[config.mk]
export PLATFORM = sky130hd
export DESIGN_NAME = ecbl_cfg
export DESIGN_NICKNAME = d
export VERILOG_FILES = /design/src/rtl/ecbl_pkg.sv /design/src/rtl/ecbl_cfg.sv
export SDC_FILE = /design/constraint.sdc
export NUM_CORES = 1
export LEC_CHECK = 0
export BUFFER_PORTS_ARGS = -buffer_cell sky130_fd_sc_hd__buf_2
export CORE_ASPECT_RATIO = 0.5
export CORE_MARGIN = 5
export CORE_UTILIZATION = 47
export DETAILED_ROUTE_END_ITERATION = 8
export HOLD_SLACK_MARGIN = 0.08
export PLACE_DENSITY = 0.79
export SKIP_LAST_GASP = 1
export SLEW_MARGIN = 40
export SYNTH_ARGS = -nofsm -noshare
export SYNTH_HDL_FRONTEND = slang
export SYNTH_SLANG_ARGS = --single-unit
[constraint.sdc]
create_clock -name aclk -period 1.1 [get_ports aclk]
set_input_delay 0.11 -clock aclk [delete_from_list [all_inputs] [get_ports aclk]]
set_output_delay 0.11 -clock aclk [all_outputs]
set_load 0.005 [all_outputs]
[src/rtl/ecbl_pkg.sv]
`default_nettype none

package ecbl_pkg;

    // map geometry
    localparam int MAP_BITS = 16;
    localparam int PREV_BITS = MAP_BITS - 1;
    localparam int MAP_DEPTH = 1 << MAP_BITS;

    // fixed field widths
    localparam int ADDR_W = 64;
    localparam int RIDX_W = 16;
    localparam int IDX_W = 16;
    localparam int CNT_W = 8;
    localparam int RATIO_W = 7;
    localparam int CFG_DATA_W = 64;
    localparam int CFG_IDX_W = 2;

    // scrambler shifts
    localparam int HASH_SHR = 4;
    localparam int HASH_SHL = 8;

    // ratio limits and the width of the scaled limit compare
    localparam int RATIO_MAX = 100;
    localparam int RATIO_MIN = 1;
    localparam int LIM_W = MAP_BITS + 8;

    typedef logic [MAP_BITS-1:0] map_idx_t;
    typedef logic [PREV_BITS-1:0] prev_t;
    typedef logic [CNT_W-1:0] cnt_t;
    typedef logic [LIM_W-1:0] lim_t;
    typedef logic [RATIO_W-1:0] ratio_t;

    // register indexes
    typedef enum logic [CFG_IDX_W-1:0] {
        REG_CODE_START = 2'd0,
        REG_CODE_END = 2'd1,
        REG_RATIO = 2'd2,
        REG_MAP_ENABLE = 2'd3
    } reg_idx_t;

    // opcodes
    localparam logic OP_LOG = 1'b0;
    localparam logic OP_READ = 1'b1;

    // configuration as seen by the datapath
    typedef struct packed {
        logic [ADDR_W-1:0] code_start;
        logic [ADDR_W-1:0] code_end;
        lim_t limit_scaled;
        logic map_enable;
    } cfg_t;

endpackage

`default_nettype wire

[src/rtl/ecbl_cfg.sv]
`default_nettype none

module ecbl_cfg (
    input wire logic aclk,
    input wire logic aresetn,
    input wire logic cfg_wr_en,
    input wire logic [ecbl_pkg::CFG_IDX_W-1:0] cfg_index,
    input wire logic [ecbl_pkg::CFG_DATA_W-1:0] cfg_data,
    output ecbl_pkg::cfg_t cfg
);

    logic [ecbl_pkg::ADDR_W-1:0] code_start_reg;
    logic [ecbl_pkg::ADDR_W-1:0] code_end_reg;
    ecbl_pkg::ratio_t ratio_reg;
    logic map_enable_reg;
    ecbl_pkg::ratio_t ratio_raw;
    ecbl_pkg::ratio_t ratio_next;

    // clamp the ratio to 1..100 as it is written
    always_comb begin
        ratio_raw = cfg_data[ecbl_pkg::RATIO_W-1:0];
        if (ratio_raw > ecbl_pkg::ratio_t'(ecbl_pkg::RATIO_MAX)) begin
            ratio_next = ecbl_pkg::ratio_t'(ecbl_pkg::RATIO_MAX);
        end else if (ratio_raw == '0) begin
            ratio_next = ecbl_pkg::ratio_t'(ecbl_pkg::RATIO_MIN);
        end else begin
            ratio_next = ratio_raw;
        end
    end

    // register file
    always_ff @(posedge aclk) begin
        if (!aresetn) begin
            code_start_reg <= '0;
            code_end_reg <= '1;
            ratio_reg <= ecbl_pkg::ratio_t'(ecbl_pkg::RATIO_MAX);
            map_enable_reg <= 1'b1;
        end else if (cfg_wr_en) begin
            case (ecbl_pkg::reg_idx_t'(cfg_index))
                ecbl_pkg::REG_CODE_START: code_start_reg <= cfg_data;
                ecbl_pkg::REG_CODE_END: code_end_reg <= cfg_data;
                ecbl_pkg::REG_RATIO: ratio_reg <= ratio_next;
                ecbl_pkg::REG_MAP_ENABLE: map_enable_reg <= cfg_data[0];
                default: ;
            endcase
        end
    end

    // limit scaled by 100: hash is instrumented when 100*(hash+1) <= ratio*2**MAP_BITS
    always_comb begin
        cfg.code_start = code_start_reg;
        cfg.code_end = code_end_reg;
        cfg.limit_scaled = ecbl_pkg::lim_t'(ratio_reg) << ecbl_pkg::MAP_BITS;
        cfg.map_enable = map_enable_reg;
    end

endmodule

`default_nettype wire

==> results.yml <==
final_layout:
  final_area_mm2: 0.007515
  mostFrequentLayoutCells: "266 x nand2_1, 203 x buf_2, 136 x dfxtp_1"
  drive_above_1_share_pct: 28.86
  final_common_cell: "nand2_1"
  syn2layout_area_growth_pct: 47.57
  num_antenna_cells: 0
  fin_nets: 950
cts:
  cts_sinks: 136
  cts_buffers: 17
  clk_latency_ps: 400
  postCtsSetupBuffers: 0
  cts_tree: "yes"
  cts_max_level: 4
  cts-root-buf: "clkbuf_16"
  path_clk_slew_ps: 60
  cts_buffer_depth: 2
yosys:
  ys_seq_elements: 136
  synth.distinct_cells: 20
  syn_area_mm2: 0.005092
  syn_inst: 619
  ys_seq_area_share_pct: 53.46
  syn_area_per_cell_um2: 8.227
  ys_warn_count: 0
sta:
  period_share_pct: 96.46
  tightest_slew_ps: 481.7
  skew_ps: 0
  setup_viol: 0
  hold_violations: 0
  slew_viol_final: 0
  rsz0062_at_grt: "false"
  period_needed_ps: 1061
  fin_ws_ps: 38.99
  slew_headroom_pct: 67.48
  fmax_mhz: 942.5
placement:
  routabilityCongestion: 0.8283
  dp_hpwl_mm: 9.657
  placed_area_mm2: 0.006223
  place_ws_ps: -146.0
  io_buffers: 204
grt:
  antenna_found_initial: 0
  track_usage_pct: 23.12
  overflow: 0
  grt_pass1_vias: 5101
  grt_max_degree: 52
  grt_first_pass_wirelength_mm: 24.86
routing:
  drcViolationCount: 0
  vias: 5123
  post_drt_wl_per_cell_um: 14.75
  wl_mm: 15.25
  vias_per_cell: 4.955
  drtIter0Drc: 264
  firstDrtPassIters: 5
  final_antenna_net_count: 0
power_and_ir_drop:
  peakVddDrop_v: 0.001090
  p_per_area_mw_per_mm2: 1669
  p_leak_nw: 3.540
setup_path:
  critPathLaunchType: "input pin"
  endpoint_kind: "flip-flop"
  critPathMaxFanout: 5
  crit_required_ps: 1380
  slowest_delay_ps: 560
  path_class: "input pin to flip-flop"
  path_cells: "buf_2 > dlygate4sd3_1 > buf_4 > o211a_1 > o21ai_1 > nand3_1"
  worstPathArrival_ps: 1340
  slowest_stage: "dlygate4sd3_1"
floorplanning:
  start_util_pct: 49.07
  fp.dieW_um: 157.2
  die_area_mm2: 0.01314
  rows: 26
  core_mm2: 0.01038
  die_y_um: 83.61
  io_pins: 222
outcome:
  run_status: "finished, final reports clean"
job:
  drv_cap: 0
hold_path:
  min_path_type: "input pin to flip-flop"
[what timing repair did]
| item | 4_1_cts | 5_1_grt |
|---|---|---|
| hold endpoints to repair | 130 | 0 |
| resized for setup | 0 | 1 |
| hold buffers | 65 | 0 |
| endpoints found under the setup margin | 0 | 1 |
[worst max-delay path, delay by kind of cell]
family / cells / cell delay [ps]
buffers and inverters: 3 / 830
AND/OR/NAND/NOR: 1 / 90
AO/OA/AOI/OAI: 2 / 320
[path summary, 6_finish.rpt]
| kind | cells after the start | startpoint | to | slack (ps) |
|---|---|---|---|---|
| worst min-delay path | 5 | cfg_index[1] | map_enable_reg | 180 |
| worst max register to register | 2 | code_start_reg[35] | code_start_reg[35] | 370 |
| worst min register to register | 2 | code_start_reg[51] | code_start_reg[51] | 450 |
| worst max-delay path | 6 | cfg_data[4] | ratio_reg[2] | 40 |
[metal layers]
metal  up-vias  routed length [um]  GRT usage [%]
met1      2384                5950          25.78
met2       210                7729          41.85
met5         -                   0              0
li1       2483                   -              -
met4         0                 544          10.69
met3        46                1028          5.023
[stage by stage]
stage	utilization [%]	std cells	hold slack [ps]	total power [W]	TNS, ps
CTS	72.41	1034	163.2	0.01263	0
floorplan	-	635	234.0	0.005893	0
global route	72.41	1034	197.6	0.01304	0
finish	72.41	1034	184.0	0.01255	0
detailed placement	59.97	937	337.6	0.006397	-10730
global placement	59.97	937	332.9	0.006371	-8256
[where the power goes]
part           switching [W]  internal (W)
Clock                0.00207       0.00398
Combinational       0.000619      0.000633
Sequential          0.000106       0.00514
Total                0.00280       0.00975
[cells in the mapped netlist, drive strengths merged]
master | instances | area share [%]
or3b | 1 | 0.17
o311ai | 1 | 0.17
nor3b | 1 | 0.15
nand2 | 266 | 20
dfxtp | 136 | 53
nand3 | 73 | 7.2
a21boi | 67 | 9.9
clkbuf | 16 | 1.2
nand3b | 2 | 0.29
nor3 | 2 | 0.20
mux2i | 1 | 0.20
buf | 46 | 6.6
a21oi | 1 | 0.098
o211a | 1 | 0.20
o21ai | 2 | 0.20
conb | 1 | 0.074
and3b | 2 | 0.34
[layout make-up]
| type | instances | area (um^2) |
|---|---|---|
| clock buffers | 21 | 470.5 |
| fillers | 753 | 2863 |
| clock inverters | 11 | 170.2 |
| multi-input cells | 437 | 2039 |
| repair buffers | 289 | 1937 |
| well taps | 140 | 175.2 |
| flip-flops and latches | 136 | 2723 |
[logic make-up after synthesis]
logic type / count (synthesis) / synth area share [%]
flops: 136 / 53.46
mux: 1 / 0.1966
simple gates: 347 / 27.94
buf+inv: 62 / 7.789
compound gates: 72 / 10.54
other cells: 1 / 0.07364
No activity file was read; power rests on OpenSTA's default activity.
